`src/rtl/rpncalc_pkg.sv`:
```
// shared types and constants of the rpn stack calculator
// no dependencies, imported by rpncalc_ctrl, rpncalc_datapath and rpn_stack_calculator_top
`default_nettype none

package rpncalc_pkg;

   localparam int STACK_DEPTH_DEF = 16;
   localparam int FRAC_BITS_DEF   = 16;

   localparam int OP_W     = 3;
   localparam int VALUE_W  = 32;
   localparam int DEPTH_W  = 5;
   localparam int STATUS_W = 3;

   localparam logic [VALUE_W-1:0] VAL_MAX = 32'h7FFF_FFFF;
   localparam logic [VALUE_W-1:0] VAL_MIN = 32'h8000_0000;

   // opcodes six and seven carry no meaning and do nothing
   typedef enum logic [OP_W-1:0] {
      OP_PUSH = 3'd0,
      OP_POP  = 3'd1,
      OP_ADD  = 3'd2,
      OP_SUB  = 3'd3,
      OP_MUL  = 3'd4,
      OP_DIV  = 3'd5
   } op_type;

   typedef enum logic [STATUS_W-1:0] {
      ST_OK      = 3'd0,
      ST_UNDER   = 3'd1,
      ST_FULL    = 3'd2,
      ST_DIVZERO = 3'd3,
      ST_SAT     = 3'd4
   } status_type;

   typedef enum logic [1:0] {
      CM_NONE,
      CM_PUSH,
      CM_POP,
      CM_BIN
   } commit_type;

   typedef enum logic [2:0] {
      S_IDLE,
      S_DECODE,
      S_OPER,
      S_MUL,
      S_DIV,
      S_FINISH
   } state_type;

   typedef struct packed {
      logic       latch_req;
      logic       rd_en;
      logic       load_a;
      logic       mul_en;
      logic       div_load;
      logic       div_step;
      logic       commit;
      commit_type commit_kind;
      status_type err_status;
   } ctrl_cmd_type;

   typedef struct packed {
      op_type op;
      logic   empty;
      logic   full;
      logic   lt2;
      logic   b_zero;
      logic   div_done;
      logic   out_free;
   } dp_status_type;

   typedef struct packed {
      logic [VALUE_W-1:0] val;
      logic               sat;
   } sat_res_type;

endpackage

`default_nettype wire

```
`src/rtl/rpncalc_ram.sv`:
```
// generic single write, single read ram with registered read data
// no dependencies
`default_nettype none

module rpncalc_ram #(
   parameter int WIDTH = 32,
   parameter int DEPTH = 16
) (
   input  wire logic                     clock,
   input  wire logic                     wr_en,
   input  wire logic [$clog2(DEPTH)-1:0] wr_addr,
   input  wire logic [WIDTH-1:0]         wr_data,
   input  wire logic                     rd_en,
   input  wire logic [$clog2(DEPTH)-1:0] rd_addr,
   output logic      [WIDTH-1:0]         rd_data
);

   logic [WIDTH-1:0] mem_ff [DEPTH];
   logic [WIDTH-1:0] rd_data_ff;

   always_ff @(posedge clock) begin
      if (wr_en) begin
         mem_ff[wr_addr] <= wr_data;
      end
      if (rd_en) begin
         rd_data_ff <= mem_ff[rd_addr];
      end
   end

   assign rd_data = rd_data_ff;

endmodule

`default_nettype wire

```
`src/rtl/rpncalc_datapath.sv`:
```
// datapath: operand registers, stack ram, adder, multiplier, divider, result register
// depends on rpncalc_pkg and rpncalc_ram
`default_nettype none

module rpncalc_datapath import rpncalc_pkg::*; #(
   parameter int STACK_DEPTH = STACK_DEPTH_DEF,
   parameter int FRAC_BITS   = FRAC_BITS_DEF
) (
   input  wire logic                clock,
   input  wire logic                reset,
   input  wire logic [OP_W-1:0]     req_op,
   input  wire logic [VALUE_W-1:0]  req_value,
   input  wire ctrl_cmd_type        cmd,
   output dp_status_type            sts,
   output logic                     rsp_valid,
   input  wire logic                rsp_ready,
   output logic [VALUE_W-1:0]       rsp_top_value,
   output logic                     rsp_top_valid,
   output logic [DEPTH_W-1:0]       rsp_depth,
   output logic [STATUS_W-1:0]      rsp_status
);

   localparam int CNT_W  = $clog2(STACK_DEPTH + 1);
   localparam int AW     = $clog2(STACK_DEPTH);
   localparam int DVD_W  = VALUE_W + FRAC_BITS;
   localparam int DCNT_W = $clog2(DVD_W + 1);
   localparam int PROD_W = 2 * VALUE_W;

   function automatic logic [VALUE_W-1:0] fx_mag(input logic [VALUE_W-1:0] v);
      fx_mag = v[VALUE_W-1] ? (~v + VALUE_W'(1)) : v;
   endfunction

   // apply sign to a magnitude and clamp to the 32-bit range
   function automatic sat_res_type fx_sat(input logic [PROD_W-1:0] q, input logic neg);
      sat_res_type r;
      logic [PROD_W-1:0] nq;
      nq = ~q + PROD_W'(1);
      r.sat = 1'b0;
      if (neg) begin
         if (q > PROD_W'(VAL_MIN)) begin
            r.val = VAL_MIN;
            r.sat = 1'b1;
         end else begin
            r.val = nq[VALUE_W-1:0];
         end
      end else begin
         if (q > PROD_W'(VAL_MAX)) begin
            r.val = VAL_MAX;
            r.sat = 1'b1;
         end else begin
            r.val = q[VALUE_W-1:0];
         end
      end
      fx_sat = r;
   endfunction

   op_type             op_ff, op_in;
   logic [VALUE_W-1:0] value_ff, value_in;
   logic [CNT_W-1:0]   count_ff, count_in;
   logic [VALUE_W-1:0] top_ff, top_in;
   logic [VALUE_W-1:0] a_ff, a_in;
   logic [PROD_W-1:0]  prod_ff, prod_in;
   logic [DVD_W-1:0]   dvd_ff, dvd_in;
   logic [VALUE_W-1:0] rem_ff, rem_in;
   logic [VALUE_W-1:0] dvs_ff, dvs_in;
   logic [DCNT_W-1:0]  dcnt_ff, dcnt_in;

   logic                rsp_valid_ff, rsp_valid_in;
   logic [VALUE_W-1:0]  rsp_top_value_ff, rsp_top_value_in;
   logic                rsp_top_valid_ff, rsp_top_valid_in;
   logic [DEPTH_W-1:0]  rsp_depth_ff, rsp_depth_in;
   logic [STATUS_W-1:0] rsp_status_ff, rsp_status_in;

   logic [VALUE_W-1:0] rd_data;
   logic               wr_en;
   logic [AW-1:0]      wr_addr;
   logic [VALUE_W-1:0] wr_data;
   logic [CNT_W-1:0]   cnt_m2;
   logic [AW-1:0]      addr_second;
   logic [AW-1:0]      addr_push;

   logic [VALUE_W:0]   sum_ext;
   logic [VALUE_W:0]   diff_ext;
   logic [VALUE_W:0]   trial;
   logic [VALUE_W:0]   trial_sub;
   logic               trial_ge;
   logic               res_neg;
   sat_res_type        mul_res;
   sat_res_type        div_res;
   sat_res_type        bin_res;
   logic [31:0]        depth_ext;

   assign cnt_m2      = count_ff - CNT_W'(2);
   assign addr_second = cnt_m2[AW-1:0];
   assign addr_push   = count_ff[AW-1:0];

   rpncalc_ram #(
      .WIDTH (VALUE_W),
      .DEPTH (STACK_DEPTH)
   ) u_ram (
      .clock   (clock),
      .wr_en   (wr_en),
      .wr_addr (wr_addr),
      .wr_data (wr_data),
      .rd_en   (cmd.rd_en),
      .rd_addr (addr_second),
      .rd_data (rd_data)
   );

   // operand capture, multiplier and radix-2 restoring divider
   always_comb begin
      op_in    = op_ff;
      value_in = value_ff;
      a_in     = a_ff;
      prod_in  = prod_ff;
      dvd_in   = dvd_ff;
      rem_in   = rem_ff;
      dvs_in   = dvs_ff;
      dcnt_in  = dcnt_ff;

      trial     = {rem_ff, dvd_ff[DVD_W-1]};
      trial_sub = trial - {1'b0, dvs_ff};
      trial_ge  = trial >= {1'b0, dvs_ff};

      if (cmd.latch_req) begin
         op_in    = op_type'(req_op);
         value_in = req_value;
      end
      if (cmd.load_a) begin
         a_in = rd_data;
      end
      if (cmd.mul_en) begin
         prod_in = PROD_W'(fx_mag(a_ff)) * PROD_W'(fx_mag(top_ff));
      end
      if (cmd.div_load) begin
         dvd_in  = DVD_W'(fx_mag(rd_data)) << FRAC_BITS;
         dvs_in  = fx_mag(top_ff);
         rem_in  = '0;
         dcnt_in = DCNT_W'(DVD_W);
      end else if (cmd.div_step) begin
         rem_in  = trial_ge ? trial_sub[VALUE_W-1:0] : trial[VALUE_W-1:0];
         dvd_in  = {dvd_ff[DVD_W-2:0], trial_ge};
         dcnt_in = dcnt_ff - DCNT_W'(1);
      end
   end

   // binary result selection with saturation
   always_comb begin
      res_neg  = a_ff[VALUE_W-1] ^ top_ff[VALUE_W-1];
      sum_ext  = {a_ff[VALUE_W-1], a_ff} + {top_ff[VALUE_W-1], top_ff};
      diff_ext = {a_ff[VALUE_W-1], a_ff} - {top_ff[VALUE_W-1], top_ff};
      mul_res  = fx_sat(prod_ff >> FRAC_BITS, res_neg);
      div_res  = fx_sat(PROD_W'(dvd_ff), res_neg);
      case (op_ff)
         OP_ADD: begin
            bin_res.sat = sum_ext[VALUE_W] ^ sum_ext[VALUE_W-1];
            bin_res.val = bin_res.sat ? (sum_ext[VALUE_W] ? VAL_MIN : VAL_MAX)
                                      : sum_ext[VALUE_W-1:0];
         end
         OP_SUB: begin
            bin_res.sat = diff_ext[VALUE_W] ^ diff_ext[VALUE_W-1];
            bin_res.val = bin_res.sat ? (diff_ext[VALUE_W] ? VAL_MIN : VAL_MAX)
                                      : diff_ext[VALUE_W-1:0];
         end
         OP_MUL:  bin_res = mul_res;
         OP_DIV:  bin_res = div_res;
         default: bin_res = mul_res;
      endcase
   end

   // stack update and result register
   always_comb begin
      count_in = count_ff;
      top_in   = top_ff;
      wr_en    = 1'b0;
      wr_addr  = addr_push;
      wr_data  = value_ff;
      if (cmd.commit) begin
         case (cmd.commit_kind)
            CM_PUSH: begin
               wr_en    = 1'b1;
               top_in   = value_ff;
               count_in = count_ff + CNT_W'(1);
            end
            CM_POP: begin
               top_in   = rd_data;
               count_in = count_ff - CNT_W'(1);
            end
            CM_BIN: begin
               wr_en    = 1'b1;
               wr_addr  = addr_second;
               wr_data  = bin_res.val;
               top_in   = bin_res.val;
               count_in = count_ff - CNT_W'(1);
            end
            default: begin
               count_in = count_ff;
            end
         endcase
      end

      depth_ext        = 32'(count_in);
      rsp_valid_in     = cmd.commit | (rsp_valid_ff & ~rsp_ready);
      rsp_top_value_in = rsp_top_value_ff;
      rsp_top_valid_in = rsp_top_valid_ff;
      rsp_depth_in     = rsp_depth_ff;
      rsp_status_in    = rsp_status_ff;
      if (cmd.commit) begin
         rsp_top_valid_in = count_in != '0;
         rsp_top_value_in = (count_in != '0) ? top_in : '0;
         rsp_depth_in     = depth_ext[DEPTH_W-1:0];
         rsp_status_in    = ((cmd.commit_kind == CM_BIN) && bin_res.sat) ? ST_SAT
                                                                        : cmd.err_status;
      end
   end

   always_ff @(posedge clock) begin
      if (reset) begin
         count_ff     <= '0;
         rsp_valid_ff <= 1'b0;
      end else begin
         count_ff     <= count_in;
         rsp_valid_ff <= rsp_valid_in;
      end
   end

   always_ff @(posedge clock) begin
      op_ff            <= op_in;
      value_ff         <= value_in;
      top_ff           <= top_in;
      a_ff             <= a_in;
      prod_ff          <= prod_in;
      dvd_ff           <= dvd_in;
      rem_ff           <= rem_in;
      dvs_ff           <= dvs_in;
      dcnt_ff          <= dcnt_in;
      rsp_top_value_ff <= rsp_top_value_in;
      rsp_top_valid_ff <= rsp_top_valid_in;
      rsp_depth_ff     <= rsp_depth_in;
      rsp_status_ff    <= rsp_status_in;
   end

   always_comb begin
      sts.op       = op_ff;
      sts.empty    = count_ff == '0;
      sts.full     = count_ff == CNT_W'(STACK_DEPTH);
      sts.lt2      = count_ff < CNT_W'(2);
      sts.b_zero   = top_ff == '0;
      sts.div_done = dcnt_ff == '0;
      sts.out_free = ~rsp_valid_ff | rsp_ready;
   end

   assign rsp_valid     = rsp_valid_ff;
   assign rsp_top_value = rsp_top_value_ff;
   assign rsp_top_valid = rsp_top_valid_ff;
   assign rsp_depth     = rsp_depth_ff;
   assign rsp_status    = rsp_status_ff;

endmodule

`default_nettype wire

```
`src/rtl/rpncalc_ctrl.sv`:
```
// controller state machine: sequences decode, operand fetch, arithmetic and commit
// depends on rpncalc_pkg
`default_nettype none

module rpncalc_ctrl import rpncalc_pkg::*; (
   input  wire logic          clock,
   input  wire logic          reset,
   input  wire logic          req_valid,
   output logic               req_ready,
   input  wire dp_status_type sts,
   output ctrl_cmd_type       cmd
);

   state_type state_ff, state_in;

   always_ff @(posedge clock) begin
      if (reset) begin
         state_ff <= S_IDLE;
      end else begin
         state_ff <= state_in;
      end
   end

   // next state
   always_comb begin
      state_in = state_ff;
      case (state_ff)
         S_IDLE: begin
            if (req_valid) begin
               state_in = S_DECODE;
            end
         end
         S_DECODE: begin
            case (sts.op)
               OP_ADD, OP_SUB, OP_MUL: begin
                  state_in = sts.lt2 ? S_FINISH : S_OPER;
               end
               OP_DIV: begin
                  state_in = (sts.lt2 || sts.b_zero) ? S_FINISH : S_OPER;
               end
               default: state_in = S_FINISH;
            endcase
         end
         S_OPER: begin
            case (sts.op)
               OP_MUL:  state_in = S_MUL;
               OP_DIV:  state_in = S_DIV;
               default: state_in = S_FINISH;
            endcase
         end
         S_MUL: state_in = S_FINISH;
         S_DIV: begin
            if (sts.div_done) begin
               state_in = S_FINISH;
            end
         end
         S_FINISH: begin
            if (sts.out_free) begin
               state_in = S_IDLE;
            end
         end
         default: state_in = S_IDLE;
      endcase
   end

   // outputs
   always_comb begin
      req_ready       = 1'b0;
      cmd.latch_req   = 1'b0;
      cmd.rd_en       = 1'b0;
      cmd.load_a      = 1'b0;
      cmd.mul_en      = 1'b0;
      cmd.div_load    = 1'b0;
      cmd.div_step    = 1'b0;
      cmd.commit      = 1'b0;
      cmd.commit_kind = CM_NONE;
      cmd.err_status  = ST_OK;
      case (state_ff)
         S_IDLE: begin
            req_ready     = 1'b1;
            cmd.latch_req = req_valid;
         end
         S_DECODE: begin
            // second entry, which is also the new top after a pop
            cmd.rd_en = ~sts.lt2;
         end
         S_OPER: begin
            cmd.load_a   = 1'b1;
            cmd.div_load = sts.op == OP_DIV;
         end
         S_MUL: begin
            cmd.mul_en = 1'b1;
         end
         S_DIV: begin
            cmd.div_step = ~sts.div_done;
         end
         S_FINISH: begin
            cmd.commit = sts.out_free;
            case (sts.op)
               OP_PUSH: begin
                  cmd.commit_kind = sts.full ? CM_NONE : CM_PUSH;
                  cmd.err_status  = sts.full ? ST_FULL : ST_OK;
               end
               OP_POP: begin
                  cmd.commit_kind = sts.empty ? CM_NONE : CM_POP;
                  cmd.err_status  = sts.empty ? ST_UNDER : ST_OK;
               end
               OP_ADD, OP_SUB, OP_MUL: begin
                  cmd.commit_kind = sts.lt2 ? CM_NONE : CM_BIN;
                  cmd.err_status  = sts.lt2 ? ST_UNDER : ST_OK;
               end
               OP_DIV: begin
                  if (sts.lt2) begin
                     cmd.err_status = ST_UNDER;
                  end else if (sts.b_zero) begin
                     cmd.err_status = ST_DIVZERO;
                  end else begin
                     cmd.commit_kind = CM_BIN;
                  end
               end
               default: cmd.commit_kind = CM_NONE;
            endcase
         end
         default: req_ready = 1'b0;
      endcase
   end

endmodule

`default_nettype wire

```
`src/rtl/rpn_stack_calculator_top.sv`:
```
// rpn stack calculator top level: controller plus datapath
// depends on rpncalc_pkg, rpncalc_ctrl, rpncalc_datapath, rpncalc_ram
//
// usage
// - req channel: one transaction carries an opcode (push, pop, add, sub, mul, div;
//   codes six and seven do nothing) and a signed q16.16 value used by push
// - rsp channel: one transaction per request with the new top of stack (zero when
//   empty), a valid flag for it, the stack depth and a status code
// - binary operations pop b then a and push a op b; add and sub saturate, mul and
//   div truncate toward zero and saturate; underflow, full stack and divide by
//   zero leave the stack as it was
// - one request is worked at a time; push, pop and ignored codes pass decode and
//   finish; add and sub add an operand state; mul adds that and a multiply state,
//   div that and the radix-2 divider that retires one quotient bit per cycle
// - the result appears in the rsp register in the same cycle as req_ready returns
// - the second stack entry is fetched from the stack ram, the top sits in a register
// - a stalled receiver holds the result in the output register; a new request is
//   still taken and worked, and its commit waits until the register frees up
// - reset empties the stack at once; the ram needs no clearing since only entries
//   below the depth count are ever read
`default_nettype none

module rpn_stack_calculator_top import rpncalc_pkg::*; #(
   parameter int STACK_DEPTH = STACK_DEPTH_DEF,
   parameter int FRAC_BITS   = FRAC_BITS_DEF
) (
   input  wire logic                       clock,
   input  wire logic                       reset,
   input  wire logic                       req_valid,
   output logic                            req_ready,
   input  wire logic        [OP_W-1:0]     req_op,
   input  wire logic signed [VALUE_W-1:0]  req_value,
   output logic                            rsp_valid,
   input  wire logic                       rsp_ready,
   output logic signed      [VALUE_W-1:0]  rsp_top_value,
   output logic                            rsp_top_valid,
   output logic             [DEPTH_W-1:0]  rsp_depth,
   output logic             [STATUS_W-1:0] rsp_status
);

   ctrl_cmd_type       cmd;
   dp_status_type      sts;
   logic [VALUE_W-1:0] top_value;

   // sequencing of each transaction
   rpncalc_ctrl u_ctrl (
      .clock     (clock),
      .reset     (reset),
      .req_valid (req_valid),
      .req_ready (req_ready),
      .sts       (sts),
      .cmd       (cmd)
   );

   // stack storage, arithmetic and the output register
   rpncalc_datapath #(
      .STACK_DEPTH (STACK_DEPTH),
      .FRAC_BITS   (FRAC_BITS)
   ) u_datapath (
      .clock         (clock),
      .reset         (reset),
      .req_op        (req_op),
      .req_value     (req_value),
      .cmd           (cmd),
      .sts           (sts),
      .rsp_valid     (rsp_valid),
      .rsp_ready     (rsp_ready),
      .rsp_top_value (top_value),
      .rsp_top_valid (rsp_top_valid),
      .rsp_depth     (rsp_depth),
      .rsp_status    (rsp_status)
   );

   assign rsp_top_value = top_value;

endmodule

`default_nettype wire

```
`config.mk`:
```
export PLATFORM = sky130hd
export DESIGN_NAME = rpn_stack_calculator_top
export DESIGN_NICKNAME = d
export VERILOG_FILES = /design/src/rtl/rpncalc_pkg.sv /design/src/rtl/rpncalc_ram.sv /design/src/rtl/rpncalc_datapath.sv /design/src/rtl/rpncalc_ctrl.sv /design/src/rtl/rpn_stack_calculator_top.sv
export SDC_FILE = /design/constraint.sdc
export NUM_CORES = 2
export LEC_CHECK = 0
export ABC_CLOCK_PERIOD_IN_PS = 10600
export BUFFER_PORTS_ARGS = -buffer_cell sky130_fd_sc_hd__buf_2
export CAP_MARGIN = 20
export CORE_MARGIN = 3
export CORE_UTILIZATION = 35
export CTS_CLUSTER_SIZE = 14
export DETAILED_ROUTE_END_ITERATION = 7
export MAX_ROUTING_LAYER = met4
export PLACE_DENSITY_LB_ADDON = 0.15
export SYNTH_ARGS = -nofsm -noshare
export SYNTH_HDL_FRONTEND = slang
export SYNTH_SLANG_ARGS = --single-unit
```
`constraint.sdc`:
```
create_clock -name clock -period 10.6 [get_ports clock]
set_input_delay 0.53 -clock clock [delete_from_list [all_inputs] [get_ports clock]]
set_output_delay 0.53 -clock clock [all_outputs]
set_load 0.02 [all_outputs]
```
==> out/results.tsv <==
stage	metric	value	unit
timing	Final period util	0.969	
logic_synthesis	Post-synth EDFFs	764	
cts	root buf cell	clkbuf_16	
logic_synthesis	Syn Std Cell Area	74600	um2
critical_path	Critical Path AT	10690	ps
critical_path	critical path class	reg2reg	
timing	Max Freq	0.0973	GHz
grt	initial antenna violation count	16	
grt	first-pass GRT wire length	403000	um
drt	initial drt markers	5159	
logic_synthesis	largest family of logic cells by synthesized area	adder cells	
logic_synthesis	Synth top area share	0.308	
logic_synthesis	Seq/Total Area, Yosys	0.333	
cells_and_area	non-filler instance count after layout	10100	
drt	Via density	5.49	
drt	1st-pass router iterations	6	
min_path	Hold Path Class	in2reg	
critical_path	cell repeated most along the worst path	fa_1	
cts	CTS H-Tree Depth	3	
outcome	outcome	complete, no violations	
timing	Final Skew	78.0	ps
critical_path	required time of the critical path	11010	ps
cells_and_area	final net count	8487	
logic_synthesis	syn avg cell area	10.6	um2
cts	CTS tree	built	
timing	Slew HR	0.155	
drt	Routed WL per cell	27.4	um
floorplanning	Chip Height	468	um
cts	clk sink count	859	
floorplanning	core area	211000	um2
place	placed cells	9838	
critical_path	R2R Setup Slk	320	ps
grt	most used routing layer	met2	
drt	via count	55300	
place	dpl hpwl	213000	um
floorplanning	Die W	468	um
logic_synthesis	Simple-Gate Fraction of Synth Area	0.116	
logic_synthesis	adder-cell area share of the yosys netlist	0.303	
logic_synthesis	FFs w/ async S/R, synth	0	
cts	TritonCTS Buffers	95	
grt	met3 global-route usage	0.0306	
logic_synthesis	Synth Flop Type	edfxtp_1	
timing	Final Hold Viols	0	
logic_synthesis	XOR/XNOR share of the synthesized area	0.0305	
timing	measured slew at the worst slew-check pin	1270	ps
cells_and_area	layout cell share with drive strength beyond 1	0.115	
critical_path	CP max stage cell	or4_1	
timing	final critical-path required period	10280	ps
cts	Max Root-Sink Buffers	3	
logic_synthesis	Yosys warning total	0	
place	routability cong.	0.987	
min_path	hold path startpoint	reset	
grt	largest net degree at the start of global routing	100	
logic_synthesis	post-synthesis mux area share	0.0514	
logic_synthesis	Yosys cell types	101	
floorplanning	full die area	219000	um2
floorplanning	starting density of the core	0.354	
logic_synthesis	Syn Inst Count	7042	
critical_path	Critical Path End Type	register	
cts	clock slew at reported path FFs	60	ps
logic_synthesis	commonest cells in the netlist	inv_1, fa_1, nor2_1, edfxtp_1, nand2_1	
critical_path	CP peak stage delay	640	ps
logic_synthesis	Synth Area in Compound Gates	0.0938	
grt	number of global-route vias before repair	57000	
logic_synthesis	Synth area leaders	edfxtp_1, fa_1, ha_1, inv_1, mux4_2	
logic_synthesis	Yosys reg bits	859	
cells_and_area	Area Growth Syn to Fin	12.1	%
timing	Final setup viols	0	
critical_path	crit path max fanout	9	
floorplanning	IO Count	82	
grt	M1 GR Usage	0.359	
logic_synthesis	post-synth top area cell	edfxtp_1	
drt	drt total wl	276000	um
place	Port Buffer Count	81	
floorplanning	row count	168	
grt	gr ovfl total	0	
cts	Worst-Skew Late Latency	740	ps
critical_path	RR Startpoint	u_datapath.top_ff[19]	
timing	Final Max Tran Viols	0	
drt	DRT antenna net count	0	
logic_synthesis	syn nets	8347	
logic_synthesis	most frequent cell after synthesis	inv_1	
grt	GRT Util Overall	0.260	
grt	met2 Resource Use GR	0.412	
drt	DRC	0	
timing	WHS	138	ps
critical_path	Crit. Startpoint	u_datapath.top_ff[19]	
critical_path	crit path launch type	register	
run	max cap viols	0	
-- cell usage in the layout, fill, tap and decap left out, types with 30 or more instances in the layout --
master / synthesis / routed
xor2_1: 99 / 76
xnor2_2: 0 / 42
buf_2: 34 / 82
o31ai_1: 46 / 45
dlygate4sd3_1: 0 / 35
buf_4: 7 / 260
o21ai_0: 265 / 257
dfxtp_1: 95 / 93
mux4_2: 160 / 160
nand4_1: 32 / 32
nor3_1: 91 / 87
xnor2_1: 161 / 118
a31oi_1: 43 / 42
fa_1: 899 / 899
nor2_1: 776 / 760
or4_1: 31 / 31
a21oi_1: 262 / 258
a21o_1: 92 / 92
nand2b_1: 35 / 34
or3_1: 41 / 39
nor2b_1: 42 / 42
nor4_1: 40 / 38
ha_1: 367 / 364
nand2_1: 750 / 748
clkinv_1: 17 / 38
edfxtp_1: 764 / 764
nand3_1: 75 / 75
clkbuf_16: 0 / 95
inv_1: 1038 / 1036
o211ai_1: 30 / 30
-- sequential cells by signal, indices dropped and copies added, names as in the netlist, 6 cells and up --
| name | count |
|---|---|
| u_datapath.rem_ff | 32 |
| u_datapath.a_ff | 32 |
| u_datapath.dvd_ff | 48 |
| u_datapath.rsp_top_value | 32 |
| u_datapath.value_ff | 32 |
| u_datapath.u_ram.rd_data | 32 |
| u_datapath.top_ff | 32 |
| u_datapath.dcnt_ff | 6 |
| u_datapath.prod_ff | 48 |
| u_datapath.dvs_ff | 32 |
| u_datapath.u_ram.mem_ff | 512 |
-- critical path, delay by kind of cell, from the launching register on --
kind / cells / cell delay, ps
buffers and inverters: 3 / 810
AND/OR/NAND/NOR: 6 / 2150
AO/OA/AOI/OAI: 8 / 1480
adder cells (fa/ha/maj): 9 / 4340
flip-flops: 1 / 450
XOR/XNOR: 2 / 760
-- worst paths after layout --
path / end / depth (start not counted)
min: u_datapath.count_ff[2] / 2
max: u_datapath.prod_ff[47] / 28
max reg2reg: u_datapath.prod_ff[47] / 28
min reg2reg: u_datapath.rem_ff[5] / 2
-- routing by layer --
metal  up-vias  routed length, um  part of all wire
met4         0               8070             0.029
met3       360              17700             0.064
met2      2079             129000              0.47
met5         -                  0                 0
li1      23900                  -                 -
met1     28900             121000              0.44
-- what timing repair did --
| item | CTS | global route |
|---|---|---|
| hold buffers | 35 | 0 |
| endpoints found under the setup margin | 5 | 27 |
| hold endpoints to repair | 35 | 0 |
| gates resized for setup | 1 | 23 |
| pin swaps | 2 | 3 |
| setup buffers | 5 | 9 |
-- logic make-up after synthesis --
group,Yosys count
multiplexers,182
buffers and inverters,1402
flip-flops,859
AO/OA/AOI/OAI,1064
AND/OR/NAND/NOR,2009
XOR/XNOR,260
adder cells (fa/ha/maj),1266
-- cell type report --
class / count / area (um2)
clock buffer: 113 / 2500
multi-input combinational: 4781 / 45200
inverter: 1058 / 3980
antenna: 8 / 20.0
sequential: 859 / 24900
tap: 2805 / 3510
fill: 20600 / 127000
timing repair buffer: 387 / 2840
clock inverter: 66 / 712
-- through the flow --
| step | setup slack [ps] | area, um2 | util | setup TNS, ps |
|---|---|---|---|---|
| after CTS | 29.4 | 83300 | 0.395 | 0 |
| after global placement | -14.3 | 79700 | 0.378 | -20.3 |
| after global routing | -4.43 | 83600 | 0.396 | -4.43 |
| after detailed placement | -142 | 79700 | 0.378 | -207 |
| final | 324 | 83600 | 0.396 | 0 |
| after floorplan | 1050 | 74600 | - | 0 |
Power is not shown: default switching activity piles up to over one toggle a cycle in this logic, so the estimate is an artifact.
